$ cat config.mk
export PLATFORM = sky130hd
export DESIGN_NAME = command_line_parser
export DESIGN_NICKNAME = d
export VERILOG_FILES = /design/src/hw/rtl/clp_pkg.sv /design/src/hw/rtl/clp_kw_match.sv /design/src/hw/rtl/clp_parser.sv /design/src/hw/rtl/clp_out_reg.sv /design/src/hw/rtl/command_line_parser.sv
export VERILOG_INCLUDE_DIRS = /design/src /design/src/hw/rtl
export SDC_FILE = /design/constraint.sdc
export NUM_CORES = 1
export LEC_CHECK = 0
export BUFFER_PORTS_ARGS = -buffer_cell sky130_fd_sc_hd__buf_4
export CAP_MARGIN = 20
export CORE_MARGIN = 1
export CORE_UTILIZATION = 60
export DETAILED_ROUTE_END_ITERATION = 10
export PLACE_DENSITY = 0.87
export SYNTH_ARGS = -nofsm -noshare
export SYNTH_HDL_FRONTEND = slang
export SYNTH_SLANG_ARGS = --single-unit
$ cat constraint.sdc
create_clock -name clk_i -period 6.9 [get_ports clk_i]
set_clock_uncertainty 0.2 [all_clocks]
set_input_delay 1.035 -clock clk_i [delete_from_list [all_inputs] [get_ports clk_i]]
set_output_delay 1.035 -clock clk_i [all_outputs]
set_load 0.01 [all_outputs]
$ cat src/hw/rtl/command_line_parser_defines.svh
// Assertion macros shared by the command line parser RTL.
// Used by command_line_parser.sv; expects clk_i and rst_ni in scope.
`ifndef COMMAND_LINE_PARSER_DEFINES_SVH
`define COMMAND_LINE_PARSER_DEFINES_SVH

// The consequent must hold in the same cycle as the antecedent.
`define CLP_ASSERT_SAME(label, ante, cons, msg) \
  label: assert property (@(posedge clk_i) disable iff (!rst_ni) (ante) |-> (cons)) \
    else $error(msg);

// The consequent must hold in the cycle after the antecedent.
`define CLP_ASSERT_NEXT(label, ante, cons, msg) \
  label: assert property (@(posedge clk_i) disable iff (!rst_ni) (ante) |=> (cons)) \
    else $error(msg);

`endif

$ cat src/hw/rtl/clp_pkg.sv
// Package for the command line parser: request and result types, state codes,
// character constants and the keyword table. No dependencies.
`timescale 1ns / 1ps

package clp_pkg;

  typedef struct packed {
    logic       line_start;
    logic [7:0] char_code;
  } clp_in_t;

  typedef struct packed {
    logic [1:0]  result_kind;
    logic [2:0]  command_code;
    logic [3:0]  arg_index;
    logic [31:0] arg_value;
    logic        line_done;
  } clp_out_t;

  typedef struct packed {
    logic     valid;
    clp_out_t data;
  } clp_res_t;

  typedef enum logic [2:0] {
    PH_IDLE,
    PH_PREFIX,
    PH_SEEK,
    PH_NAME,
    PH_ARGS
  } phase_e;

  typedef enum logic [1:0] {
    NUM_SPACE,
    NUM_DIGITS,
    NUM_DONE
  } num_phase_e;

  localparam logic [1:0] KIND_CMD = 2'd0;
  localparam logic [1:0] KIND_ARG = 2'd1;
  localparam logic [1:0] KIND_END = 2'd2;

  localparam logic [2:0] CMD_NONE = 3'd0;

  localparam int DEFAULT_MAX_ARGS = 10;

  localparam logic [1:0] PREFIX_LEN = 2'd3;
  localparam logic [3:0] NAME_POS_MAX = 4'hF;

  localparam logic [7:0] CH_UNDERSCORE = 8'h5F;
  localparam logic [7:0] CH_LPAREN     = 8'h28;
  localparam logic [7:0] CH_RPAREN     = 8'h29;
  localparam logic [7:0] CH_COMMA      = 8'h2C;
  localparam logic [7:0] CH_PLUS       = 8'h2B;
  localparam logic [7:0] CH_MINUS      = 8'h2D;
  localparam logic [7:0] CH_ZERO       = 8'h30;
  localparam logic [7:0] CH_NINE       = 8'h39;
  localparam logic [7:0] CH_SPACE      = 8'h20;
  localparam logic [7:0] CH_TAB        = 8'h09;
  localparam logic [7:0] CH_CR         = 8'h0D;

  localparam int NUM_KEYWORDS = 7;
  localparam int KW_MAX_LEN   = 9;

  // Keywords are left aligned and padded with spaces; the length table bounds the match.
  localparam logic [8*KW_MAX_LEN-1:0] KW_TEXT [NUM_KEYWORDS] = '{
    "VERSION  ", "SWEEP    ", "REGISTER ", "SINGLE   ",
    "HOWAREYOU", "STOP     ", "CHECK    "
  };

  localparam logic [3:0] KW_LEN [NUM_KEYWORDS] = '{
    4'd7, 4'd5, 4'd8, 4'd6, 4'd9, 4'd4, 4'd5
  };

  function automatic logic [7:0] prefix_char(input logic [1:0] idx);
    logic [7:0] ch;
    case (idx)
      2'd0: ch = 8'h41;
      2'd1: ch = 8'h4D;
      2'd2: ch = 8'h53;
      default: ch = 8'h00;
    endcase
    return ch;
  endfunction

endpackage

$ cat src/hw/rtl/clp_kw_match.sv
// Keyword matcher: narrows the set of live keywords by one name character
// and reports the command code of a complete match. Uses clp_pkg.
`timescale 1ns / 1ps

module clp_kw_match import clp_pkg::*; (
  input  logic [3:0]              name_pos_i,
  input  logic [7:0]              char_i,
  input  logic [NUM_KEYWORDS-1:0] alive_i,
  output logic [NUM_KEYWORDS-1:0] alive_o,
  output logic [2:0]              code_o
);

  logic [3:0]              pos_clamped;
  logic [6:0]              char_base;
  logic [NUM_KEYWORDS-1:0] hit;

  assign pos_clamped = (name_pos_i > 4'(KW_MAX_LEN - 1)) ? 4'(KW_MAX_LEN - 1) : name_pos_i;
  assign char_base   = 7'(8 * KW_MAX_LEN - 1) - {pos_clamped, 3'b000};

  for (genvar k = 0; k < NUM_KEYWORDS; k++) begin : g_kw
    assign alive_o[k] = alive_i[k] && (name_pos_i < KW_LEN[k]) &&
                        (KW_TEXT[k][char_base -: 8] == char_i);
    assign hit[k]     = alive_i[k] && (KW_LEN[k] == name_pos_i);
  end

  // The first keyword in table order wins.
  always_comb begin
    code_o = CMD_NONE;
    for (int k = NUM_KEYWORDS - 1; k >= 0; k--) begin
      if (hit[k]) begin
        code_o = 3'(k + 1);
      end
    end
  end

endmodule

$ cat src/hw/rtl/clp_parser.sv
// Parser core: line state registers and the per-character update that
// produces at most one result. Uses clp_pkg and clp_kw_match.
`timescale 1ns / 1ps

module clp_parser import clp_pkg::*; #(
  parameter int MAX_ARGS = DEFAULT_MAX_ARGS
) (
  input  logic     clk_i,
  input  logic     rst_ni,
  input  logic     fire_i,
  input  clp_in_t  in_i,
  output clp_res_t res_o
);

  phase_e                  phase_q, phase_d;
  logic [1:0]              pc_q, pc_d;
  logic [3:0]              np_q, np_d;
  logic [NUM_KEYWORDS-1:0] alive_q, alive_d;
  logic [31:0]             acc_q, acc_d;
  logic                    neg_q, neg_d;
  num_phase_e              nph_q, nph_d;
  logic                    nonempty_q, nonempty_d;
  logic [3:0]              ae_q, ae_d;

  phase_e                  cur_phase;
  logic [1:0]              cur_pc;
  logic [3:0]              cur_np;
  logic [NUM_KEYWORDS-1:0] cur_alive;
  logic [31:0]             cur_acc;
  logic                    cur_neg;
  num_phase_e              cur_nph;
  logic                    cur_nonempty;
  logic [3:0]              cur_ae;

  logic [7:0]              ch;
  logic [7:0]              digit;
  logic                    is_digit;
  logic                    is_space;
  logic                    is_end;
  logic                    is_last;
  logic                    can_emit;
  logic [31:0]             acc_next;
  logic [31:0]             arg_val;
  logic [NUM_KEYWORDS-1:0] alive_next;
  logic [2:0]              match_code;

  // A start flag restarts the line in the prefix phase with cleared line state, whatever came before.
  always_comb begin
    if (in_i.line_start) begin
      cur_phase    = PH_PREFIX;
      cur_pc       = '0;
      cur_np       = '0;
      cur_alive    = '1;
      cur_acc      = '0;
      cur_neg      = 1'b0;
      cur_nph      = NUM_SPACE;
      cur_nonempty = 1'b0;
      cur_ae       = '0;
    end else begin
      cur_phase    = phase_q;
      cur_pc       = pc_q;
      cur_np       = np_q;
      cur_alive    = alive_q;
      cur_acc      = acc_q;
      cur_neg      = neg_q;
      cur_nph      = nph_q;
      cur_nonempty = nonempty_q;
      cur_ae       = ae_q;
    end
  end

  assign ch       = in_i.char_code;
  assign digit    = ch - CH_ZERO;
  assign is_digit = (ch >= CH_ZERO) && (ch <= CH_NINE);
  assign is_space = (ch == CH_SPACE) || ((ch >= CH_TAB) && (ch <= CH_CR));
  assign is_last  = (ch == CH_RPAREN);
  assign is_end   = (ch == CH_COMMA) || is_last;
  assign can_emit = cur_nonempty && (cur_ae < 4'(MAX_ARGS));
  assign acc_next = (cur_acc << 3) + (cur_acc << 1) + 32'(digit[3:0]);
  assign arg_val  = cur_neg ? (32'd0 - cur_acc) : cur_acc;

  clp_kw_match u_kw_match (
    .name_pos_i (cur_np),
    .char_i     (ch),
    .alive_i    (cur_alive),
    .alive_o    (alive_next),
    .code_o     (match_code)
  );

  always_comb begin
    phase_d    = cur_phase;
    pc_d       = cur_pc;
    np_d       = cur_np;
    alive_d    = cur_alive;
    acc_d      = cur_acc;
    neg_d      = cur_neg;
    nph_d      = cur_nph;
    nonempty_d = cur_nonempty;
    ae_d       = cur_ae;
    case (cur_phase)
      PH_PREFIX: begin
        if ((cur_pc < PREFIX_LEN) && (ch == prefix_char(cur_pc))) begin
          pc_d = cur_pc + 2'd1;
          if (pc_d == PREFIX_LEN) begin
            phase_d = PH_SEEK;
          end
        end else begin
          phase_d = PH_IDLE;
        end
      end
      PH_SEEK: begin
        if (ch == CH_UNDERSCORE) begin
          phase_d = PH_NAME;
        end else if (ch == CH_LPAREN) begin
          phase_d    = PH_ARGS;
          acc_d      = '0;
          neg_d      = 1'b0;
          nph_d      = NUM_SPACE;
          nonempty_d = 1'b0;
        end
      end
      PH_NAME: begin
        if (ch == CH_LPAREN) begin
          phase_d    = PH_ARGS;
          acc_d      = '0;
          neg_d      = 1'b0;
          nph_d      = NUM_SPACE;
          nonempty_d = 1'b0;
        end else begin
          alive_d = alive_next;
          if (cur_np < NAME_POS_MAX) begin
            np_d = cur_np + 4'd1;
          end
        end
      end
      PH_ARGS: begin
        if (is_end) begin
          if (can_emit) begin
            ae_d = cur_ae + 4'd1;
          end
          acc_d      = '0;
          neg_d      = 1'b0;
          nph_d      = NUM_SPACE;
          nonempty_d = 1'b0;
          if (is_last) begin
            phase_d = PH_IDLE;
          end
        end else begin
          nonempty_d = 1'b1;
          case (cur_nph)
            NUM_SPACE: begin
              if (is_space) begin
                nph_d = NUM_SPACE;
              end else if ((ch == CH_PLUS) || (ch == CH_MINUS)) begin
                neg_d = (ch == CH_MINUS);
                nph_d = NUM_DIGITS;
              end else if (is_digit) begin
                acc_d = 32'(digit[3:0]);
                nph_d = NUM_DIGITS;
              end else begin
                nph_d = NUM_DONE;
              end
            end
            NUM_DIGITS: begin
              if (is_digit) begin
                acc_d = acc_next;
              end else begin
                nph_d = NUM_DONE;
              end
            end
            default: begin
              nph_d = cur_nph;
            end
          endcase
        end
      end
      default: begin
        phase_d = cur_phase;
      end
    endcase
  end

  always_comb begin
    res_o = '0;
    case (cur_phase)
      PH_PREFIX: begin
        if (!((cur_pc < PREFIX_LEN) && (ch == prefix_char(cur_pc)))) begin
          res_o.valid          = fire_i;
          res_o.data.result_kind  = KIND_CMD;
          res_o.data.command_code = CMD_NONE;
          res_o.data.line_done    = 1'b1;
        end
      end
      PH_SEEK: begin
        if (ch == CH_LPAREN) begin
          res_o.valid             = fire_i;
          res_o.data.result_kind  = KIND_CMD;
          res_o.data.command_code = CMD_NONE;
        end
      end
      PH_NAME: begin
        if (ch == CH_LPAREN) begin
          res_o.valid             = fire_i;
          res_o.data.result_kind  = KIND_CMD;
          res_o.data.command_code = match_code;
        end
      end
      PH_ARGS: begin
        if (is_end && can_emit) begin
          res_o.valid          = fire_i;
          res_o.data.result_kind = KIND_ARG;
          res_o.data.arg_index   = cur_ae;
          res_o.data.arg_value   = arg_val;
          res_o.data.line_done   = is_last;
        end else if (is_last) begin
          res_o.valid            = fire_i;
          res_o.data.result_kind = KIND_END;
          res_o.data.line_done   = 1'b1;
        end
      end
      default: begin
        res_o = '0;
      end
    endcase
  end

  always_ff @(posedge clk_i or negedge rst_ni) begin
    if (!rst_ni) begin
      phase_q    <= PH_IDLE;
      pc_q       <= '0;
      np_q       <= '0;
      alive_q    <= '1;
      acc_q      <= '0;
      neg_q      <= 1'b0;
      nph_q      <= NUM_SPACE;
      nonempty_q <= 1'b0;
      ae_q       <= '0;
    end else if (fire_i) begin
      phase_q    <= phase_d;
      pc_q       <= pc_d;
      np_q       <= np_d;
      alive_q    <= alive_d;
      acc_q      <= acc_d;
      neg_q      <= neg_d;
      nph_q      <= nph_d;
      nonempty_q <= nonempty_d;
      ae_q       <= ae_d;
    end
  end

endmodule

$ cat src/hw/rtl/clp_out_reg.sv
// Result register of the parser: holds one result until the receiver takes it
// and derives the request-side stall. Uses clp_pkg.
`timescale 1ns / 1ps

module clp_out_reg import clp_pkg::*; (
  input  logic     clk_i,
  input  logic     rst_ni,
  input  logic     fire_i,
  input  clp_res_t res_i,
  input  logic     out_stall_i,
  output logic     in_stall_o,
  output logic     out_valid_o,
  output clp_out_t out_data_o
);

  logic     valid_q, valid_d;
  clp_out_t data_q, data_d;

  // A new request is taken only when the held result leaves in this cycle or none is held.
  assign in_stall_o = valid_q && out_stall_i;

  always_comb begin
    valid_d = valid_q;
    data_d  = data_q;
    if (!in_stall_o) begin
      valid_d = fire_i && res_i.valid;
    end
    if (fire_i && res_i.valid) begin
      data_d = res_i.data;
    end
  end

  always_ff @(posedge clk_i or negedge rst_ni) begin
    if (!rst_ni) begin
      valid_q <= 1'b0;
    end else begin
      valid_q <= valid_d;
    end
  end

  always_ff @(posedge clk_i) begin
    data_q <= data_d;
  end

  assign out_valid_o = valid_q;
  assign out_data_o  = data_q;

endmodule

$ cat src/hw/rtl/command_line_parser.sv
// Top level of the command line parser: parser core and result register.
// Depends on clp_pkg, clp_parser, clp_out_reg and command_line_parser_defines.svh.
//
// Usage:
//   The request channel (in_valid_i, in_stall_o, in_data_i) carries one character
//   per request, with line_start set on the first character of a line. The result
//   channel (out_valid_o, out_stall_i, out_data_o) carries command codes, parsed
//   arguments and end markers; line_done marks the last result of a line.
//   A request is taken on a rising edge with valid high and stall low.
//   A result caused by a character appears in the cycle after that character
//   is taken. Throughput: one character per cycle while the receiver does not
//   stall a held result; the argument update is one multiply-by-ten add in the
//   single stage between the line state registers and the result register.
//   Most characters cause no result; at most one result follows each character.
//   When the receiver stalls while a result is held, in_stall_o rises in the
//   same cycle and the held result stays unchanged; characters that arrive then
//   wait at the sender.
//   Reset clears the line state to idle and empties the result register; the
//   block takes requests as soon as reset is released.
`timescale 1ns / 1ps
`include "command_line_parser_defines.svh"

module command_line_parser import clp_pkg::*; #(
  parameter int MAX_ARGS = DEFAULT_MAX_ARGS
) (
  input  logic     clk_i,
  input  logic     rst_ni,
  input  logic     in_valid_i,
  output logic     in_stall_o,
  input  clp_in_t  in_data_i,
  output logic     out_valid_o,
  input  logic     out_stall_i,
  output clp_out_t out_data_o
);

  logic     fire;
  clp_res_t res;

  assign fire = in_valid_i && !in_stall_o;

  clp_parser #(
    .MAX_ARGS (MAX_ARGS)
  ) u_parser (
    .clk_i  (clk_i),
    .rst_ni (rst_ni),
    .fire_i (fire),
    .in_i   (in_data_i),
    .res_o  (res)
  );

  clp_out_reg u_out_reg (
    .clk_i       (clk_i),
    .rst_ni      (rst_ni),
    .fire_i      (fire),
    .res_i       (res),
    .out_stall_i (out_stall_i),
    .in_stall_o  (in_stall_o),
    .out_valid_o (out_valid_o),
    .out_data_o  (out_data_o)
  );

  `CLP_ASSERT_SAME(a_stall_only_when_held, in_stall_o, out_valid_o, "stall without a held result")
  `CLP_ASSERT_NEXT(a_bad_prefix_result, fire && in_data_i.line_start && (in_data_i.char_code != prefix_char(2'd0)), out_valid_o && out_data_o.line_done && (out_data_o.result_kind == KIND_CMD) && (out_data_o.command_code == CMD_NONE), "bad first character did not end the line")
  `CLP_ASSERT_SAME(a_end_marks_done, out_valid_o && (out_data_o.result_kind == KIND_END), out_data_o.line_done, "end result without line_done")
  `CLP_ASSERT_SAME(a_non_arg_zero, out_valid_o && (out_data_o.result_kind != KIND_ARG), (out_data_o.arg_value == 32'd0) && (out_data_o.arg_index == 4'd0), "argument fields set outside an argument result")

endmodule
# Yosys cells after proc, flatten, opt, wreduce, memory -nomap -nowiden
# Cells that the tools add are included.
dict set report word_totals {
  ff_bits 99
  latch_bits 0
  ramBits 0
  rom_bits 0
  in_bits 13
  word_cells 186
  mem_count 0
}
dict set report op_classes {
  add_sub_neg 8
  multipliers 0
  n_div 0
  order_cmp 14
  n_eq_ne 29
  shift 7
  n_mux 77
  n_bitwise 0
  reduce_logical 36
}
# op count
set ops {}
lappend ops {{indexed part select 79 x 8 -> 8 bit (first input constant)} 7}
lappend ops {{2-to-1 mux 32 bit} 9}
lappend ops {{one-hot mux 32 bit (3 select lines)} 1}
lappend ops {{equality test 8 bit} 8}
lappend ops {{one-hot mux 32 bit (2 select lines)} 1}
lappend ops {{equality test 8 x 6 -> 1 bit (second input constant)} 6}
lappend ops {{2-to-1 mux 3 bit} 16}
lappend ops {{2-to-1 mux 4 bit} 9}
lappend ops {{adder 32 bit} 1}
lappend ops {{adder 32 x 4 -> 32 bit} 1}
lappend ops {{subtractor 1 x 32 -> 32 bit (first input constant)} 1}
lappend ops {{logical AND 1 bit} 29}
lappend ops {{one-hot mux 3 bit (4 select lines)} 2}
lappend ops {{2-to-1 mux 2 bit} 11}
lappend ops {{2-to-1 mux 7 bit} 3}
lappend ops {{one-hot mux 7 bit (3 select lines)} 1}
lappend ops {{2-to-1 mux 6 bit} 3}
lappend ops {{equality test 3 x 4 -> 1 bit (first input constant)} 4}
lappend ops {{less-than comparator 4 x 3 -> 1 bit (second input constant)} 4}
lappend ops {{less-than comparator 4 bit (second input constant)} 4}
lappend ops {{2-to-1 mux 1 bit} 14}
lappend ops {{one-hot mux 3 bit (3 select lines)} 1}
lappend ops {{adder 4 x 1 -> 4 bit (second input constant)} 2}
lappend ops {{equality test 4 bit (first input constant)} 2}
lappend ops {{24 further kinds} 31}

# Depth between registers and ports, before layout
dict set report logic_depth {
  word_depth 13
  ltp_mapped 18
  depth_no_buf 15
}

# Cells and area by module
# From an unflattened synthesis, not the netlist that was laid out.
dict set report unflattened {
  cells_unflattened 1051
  area_unflattened_um2 8802.2
}
# module instances cells_each area_per_inst_um2 seq_area_each_um2
set modules_own_cells {}
lappend modules_own_cells {clp_parser 1 771 5975.7 1410.1}
lappend modules_own_cells {clp_kw_match 1 233 1503.9 0.0}
lappend modules_own_cells {clp_out_reg 1 46 1308.8 1286.2}
lappend modules_own_cells {command_line_parser 1 1 13.8 0.0}

# Worst setup path after synthesis
# OpenSTA, ideal clock, no wires.
dict set report synth_timing {
  path_type {input to register}
  from {in in_data_i[8] (netlist bit)}
  to {reg u_out_reg.data_q (netlist bit u_out_reg.out_data_o[0]), enable pin}
  setup_time_ps 468
  arrival_time_ps 4852
  path_slack_ps 1380
  cell_stages 11
  path_buffers 1
  path_cell_list {inv_1 > clkbuf_1 > nand2_1 > ha_1 > and3_1 > o22ai_1 > or4b_2 > nand3_1 > a21oi_1 > a21oi_1 > a31oi_1}
}
dict set report synth_via {
  elab_chain_cells 9
  word_cells_on_any_way 23
}
# item line
set synth_lines {}
lappend synth_lines {{from (decl)} command_line_parser.sv:30} ;# input clp_in_t in_data_i,
lappend synth_lines {{2-to-1 mux 2 bit} clp_parser.sv:49} ;# if (in_i.line_start) begin
lappend synth_lines {{equality test 2 bit, or another cell as far along} clp_pkg.sv:77} ;# case (idx)
lappend synth_lines {{one-hot mux 7 bit (3 select lines)} clp_pkg.sv:77}
lappend synth_lines {{2-to-1 mux 8 bit} clp_parser.sv:185} ;# case (cur_phase)
lappend synth_lines {{equality test 8 bit} clp_parser.sv:187} ;# if (!((cur_pc < PREFIX_LEN) && (ch == prefix_char(cur_pc)))) begin
lappend synth_lines {{logical AND 1 bit} clp_parser.sv:187}
lappend synth_lines {{2-to-1 mux 6 bit} clp_parser.sv:187}
lappend synth_lines {{one-hot mux 3 bit (4 select lines) (*)} clp_parser.sv:185}
lappend synth_lines {{logical AND 1 bit (*)} clp_out_reg.sv:28} ;# if (fire_i && res_i.valid) begin
lappend synth_lines {{to (signal assigned)} clp_out_reg.sv:42} ;# data_q <= data_d;
lappend synth_lines {{to (decl)} clp_out_reg.sv:17} ;# clp_out_t data_q, data_d;
# Every way passes the cells marked *; elsewhere a longest branch is shown, timed or not. The select of a mux whose other input is x is not followed.
# A chain may end at the register's enable or synchronous reset.

# Worst setup path in the final report
dict set report layout_timing {
  from {in in_data_i[8] (netlist bit)}
  to {reg u_parser.alive_q[1]}
}
dict set report layout_via {
  elab_chain_cells 9
  word_cells_on_any_way 14
}
# item line
set layout_lines {}
lappend layout_lines {{2-to-1 mux 4 bit} clp_parser.sv:49}
lappend layout_lines {{greater-than comparator 4 bit} clp_kw_match.sv:17} ;# assign pos_clamped = (name_pos_i > 4'(KW_MAX_LEN - 1)) ? 4'(KW_MAX_LEN - 1) : name_pos_i;
lappend layout_lines {{2-to-1 mux 4 bit} clp_kw_match.sv:17}
lappend layout_lines {{subtractor 7 bit} clp_kw_match.sv:18} ;# assign char_base = 7'(8 * KW_MAX_LEN - 1) - {pos_clamped, 3'b000};
lappend layout_lines {{indexed part select 79 x 8 -> 8 bit} clp_kw_match.sv:22} ;# (KW_TEXT[k][char_base -: 8] == char_i);
lappend layout_lines {{equality test 8 bit} clp_kw_match.sv:22}
lappend layout_lines {{logical AND 1 bit} clp_kw_match.sv:21} ;# assign alive_o[k] = alive_i[k] && (name_pos_i < KW_LEN[k]) &&
lappend layout_lines {{2-to-1 mux 7 bit} clp_parser.sv:123} ;# if (ch == CH_LPAREN) begin
lappend layout_lines {{2-to-1 mux 7 bit (*)} clp_parser.sv:100} ;# case (cur_phase)
lappend layout_lines {{to (signal assigned)} clp_parser.sv:242} ;# alive_q <= alive_d;
lappend layout_lines {{to (decl)} clp_parser.sv:18} ;# logic [NUM_KEYWORDS-1:0] alive_q, alive_d;
# Every way passes the cells marked *; elsewhere a longest branch is shown, timed or not.

==> metrics.md <==
| Metric | Value |
|---|---|
| Status | complete, no violations |
| Syn_area_per_cell | 8.37 µm² |
| Reg clk slew, reported paths | 70 ps |
| Post-Syn Area | 8650 µm² |
| Vias | 8035 |
| Slew @ Worst Pin | 1090 ps |
| Dpl ws | 1520 ps |
| Clk buf depth | 2 |
| Die area | 14900 µm² |
| Sequential share of the synthesized area | 31.2% |
| Fin worst setup slack | 1790 ps |
| Switch Pwr | 0.484 mW |
| Initial antenna violation count | 0 |
| Yosys reg bits | 99 |
| Top-count cell post-synth | nor2_1 |
| Final #Nets | 1136 |
| Post-DP HPWL | 16.1 mm |
| Internal power | 1.08 mW |
| Synth-to-layout area growth | 8.78% |
| # diodes | 0 |
| Number of global-route vias before repair | 7494 |
| RSZ-0062 raised after global routing | no |
| FF-to-FF Start | u_parser.acc_q[0] |
| Combinational power share | 22.8% |
| Largest net degree at the start of global routing | 58 |
| GRT overflow | 0 |
| Die Wd | 122 µm |
| Placer Congestion | 0.955 |
| Top cells by area, synth | edfxtp_1 (15%), dfrtp_1 (14%), ha_1 (11%), xor2_1 (5.1%), nor2_1 (4.6%) |
| Fmax | 196 MHz |
| Main synth FF type | dfrtp_1 |
| Top cell type's share of synthesized area | 14.6% |
| Top Ports | 57 |
| Type of the worst setup path | in2reg |
| Reg power frac | 42.2% |
| Setup crit start kind | primary input |
| Commonest cells in the netlist | nor2_1 (106), nand2_1 (101), ha_1 (77) |
| Clock Tree Root | clkbuf_16 |
| Final Slew Violations | 0 |
| Vias per inst | 6.53 |
| CTS Buf Count | 9 |
| Routed wire length per instance | 18.5 µm |
| Leakage power | 4.20 nW |
| Row cnt | 43 |
| Synth Instances | 1034 |
| Crit path from | in_data_i[8] |
| YS warnings | 0 |
| Slew headroom | 27.2% |
| Post-route ant nets | 0 |
| Number of flops mapped to enable cells by yosys | 42 |
| Drt first pass iters | 8 |
| First-pass GRT wire length | 37.7 mm |
| Routed WL | 22.8 mm |
| Finish-stage setup viols | 0 |
| Crit path time final | 5110 ps |
| Worst Setup End Kind | flop |
| Post-CTS sizing | 0 |
| Reg2reg setup slack | 2470 ps |
| Chip height | 122 µm |
| Drt drc | 0 |
| Gr usage total | 31.9% |
| CP max FO | 31 |
| Starting DRC count in detailed routing | 874 |
| Cell area after layout | 9410 µm² |
| Setup Buffers After CTS | 0 |
| Yosys cell types | 76 |
| MaxCap Viol Count | 0 |
| Number of H-tree levels | 3 |
| Share of post-route cells with drive strength above 1 | 9.62% |
| Core Area | 14000 µm² |
| CP required | 6990 ps |
| Fin crit share | 74.0% |
| Post-synthesis net count | 1125 |
| Worst hold slack | 291 ps |
| Skew-Pair Late Insertion Delay | 350 ps |
| Worst EP arrival | 5200 ps |
| Placed inst area | 9090 µm² |
| Largest area contributor in the netlist | edfxtp_1 |
| Sw Ratio | 30.9% |
| Pwr/cell area | 167 nW/µm² |
| CTS tree | done |
| Count of final hold-check violations | 0 |
| Port bufs | 56 |
| Min-delay src | u_parser.nonempty_q |
| Clock power share | 35.0% |
| Clk sinks | 99 |
| Final design utilization | 67.3% |
| Worst vdd ir | 169 µV |
| # hold bufs at CTS | 0 |
| Initial Utilization | 61.9% |
| Worst min path class | reg2reg |
| TNS Setup | 0 ps |
| Post-synth ARST share | 57.6% |
==> critical path: stages <==
cell and delay, ps:
buf_4 210, inv_1 380, nand2_1 240, nor2_1 550, inv_1 240, ha_1 280
inv_1 60, ha_1 630, and3_4 400, nor2_4 60, xnor2_1 130, or4_4 520
nor4_2 280, o22a_1 150
==> layer usage <==
metal | up-vias | GRT usage [%] | part of all wire, % | wire, µm
li1 | 3759 | - | - | -
met1 | 3769 | 44.3 | 43 | 9830
met2 | 433 | 49.8 | 45 | 10300
met3 | 74 | 4.40 | 8.3 | 1900
met4 | 0 | 13.2 | 3.2 | 737
met5 | - | 0 | 0 | 0
==> cell type report <==
type / instances / area, µm²
sequential: 99 / 2700
multi-input combinational: 846 / 5610
clock buffer: 12 / 268
inverter: 29 / 109
tap: 180 / 225
clock inverter: 4 / 55.1
fill: 1093 / 4580
timing repair buffer: 60 / 450
==> sequential cells by signal, indices dropped and copies added, names as in the netlist <==
name and flops:
u_parser.phase_q 3, u_parser.ae_q 4, u_parser.neg_q 1, u_out_reg.out_valid_o 1, u_parser.alive_q 7, u_parser.np_q 4
u_parser.nonempty_q 1, u_parser.acc_q 32, u_parser.pc_q 2, u_out_reg.out_data_o 42, u_parser.nph_q 2
==> through the flow <==
| step | power [mW] | std cells |
|---|---|---|
| 3_5_place_dp | 1.02 | 1214 |
| 5_1_grt | 1.63 | 1230 |
| 3_3_place_gp | 1.02 | 1214 |
| 4_1_cts | 1.56 | 1230 |
| 6_report | 1.57 | 1230 |
| 2_1_floorplan | 0.936 | 1034 |
==> power by group through the flow <==
stage / clock (mW) / combinational [mW] / sequential, mW
5_1_grt: 0.568 / 0.394 / 0.664
4_1_cts: 0.547 / 0.351 / 0.660
6_report: 0.549 / 0.357 / 0.662
2_1_floorplan: 0 / 0.269 / 0.667
3_3_place_gp: 0 / 0.345 / 0.671
3_5_place_dp: 0 / 0.348 / 0.672
==> layout by cell type (no fill, tap or decap), types with 13 or more instances in the layout <==
cell,count
xnor2_1,35
a31oi_1,15
a21oi_1,71
inv_1,28
o21ai_0,67
nand3_1,28
buf_4,60
a21o_1,26
ha_1,77
nor2_1,106
edfxtp_1,42
a22o_1,19
nand2_1,101
dfrtp_1,50
nor2b_1,43
nor3_1,27
and3_1,13
xor2_1,50
==> cell families after synthesis <==
kind of cell | after synthesis | share of synthesized area (%)
AND/OR/NAND/NOR | 389 | 22.3
AO/OA/AOI/OAI | 283 | 21.1
flip-flops | 99 | 31.2
buffers and inverters | 89 | 4.19
XOR/XNOR | 85 | 8.60
adder cells (fa/ha/maj) | 78 | 11.4
multiplexers | 11 | 1.29
==> path summary, 6_finish.rpt <==
| check | depth (start not counted) | endpoint |
|---|---|---|
| min in group asynchronous | 1 | u_parser.np_q[1] |
| max | 14 | u_parser.alive_q[1] |
| max in group asynchronous | 1 | u_parser.acc_q[23] |
| max reg2reg | 13 | u_parser.acc_q[28] |
| min reg2reg | 2 | u_parser.nonempty_q |
| min | 2 | u_parser.nonempty_q |
Note: power is estimated with default switching activity, not from simulation.
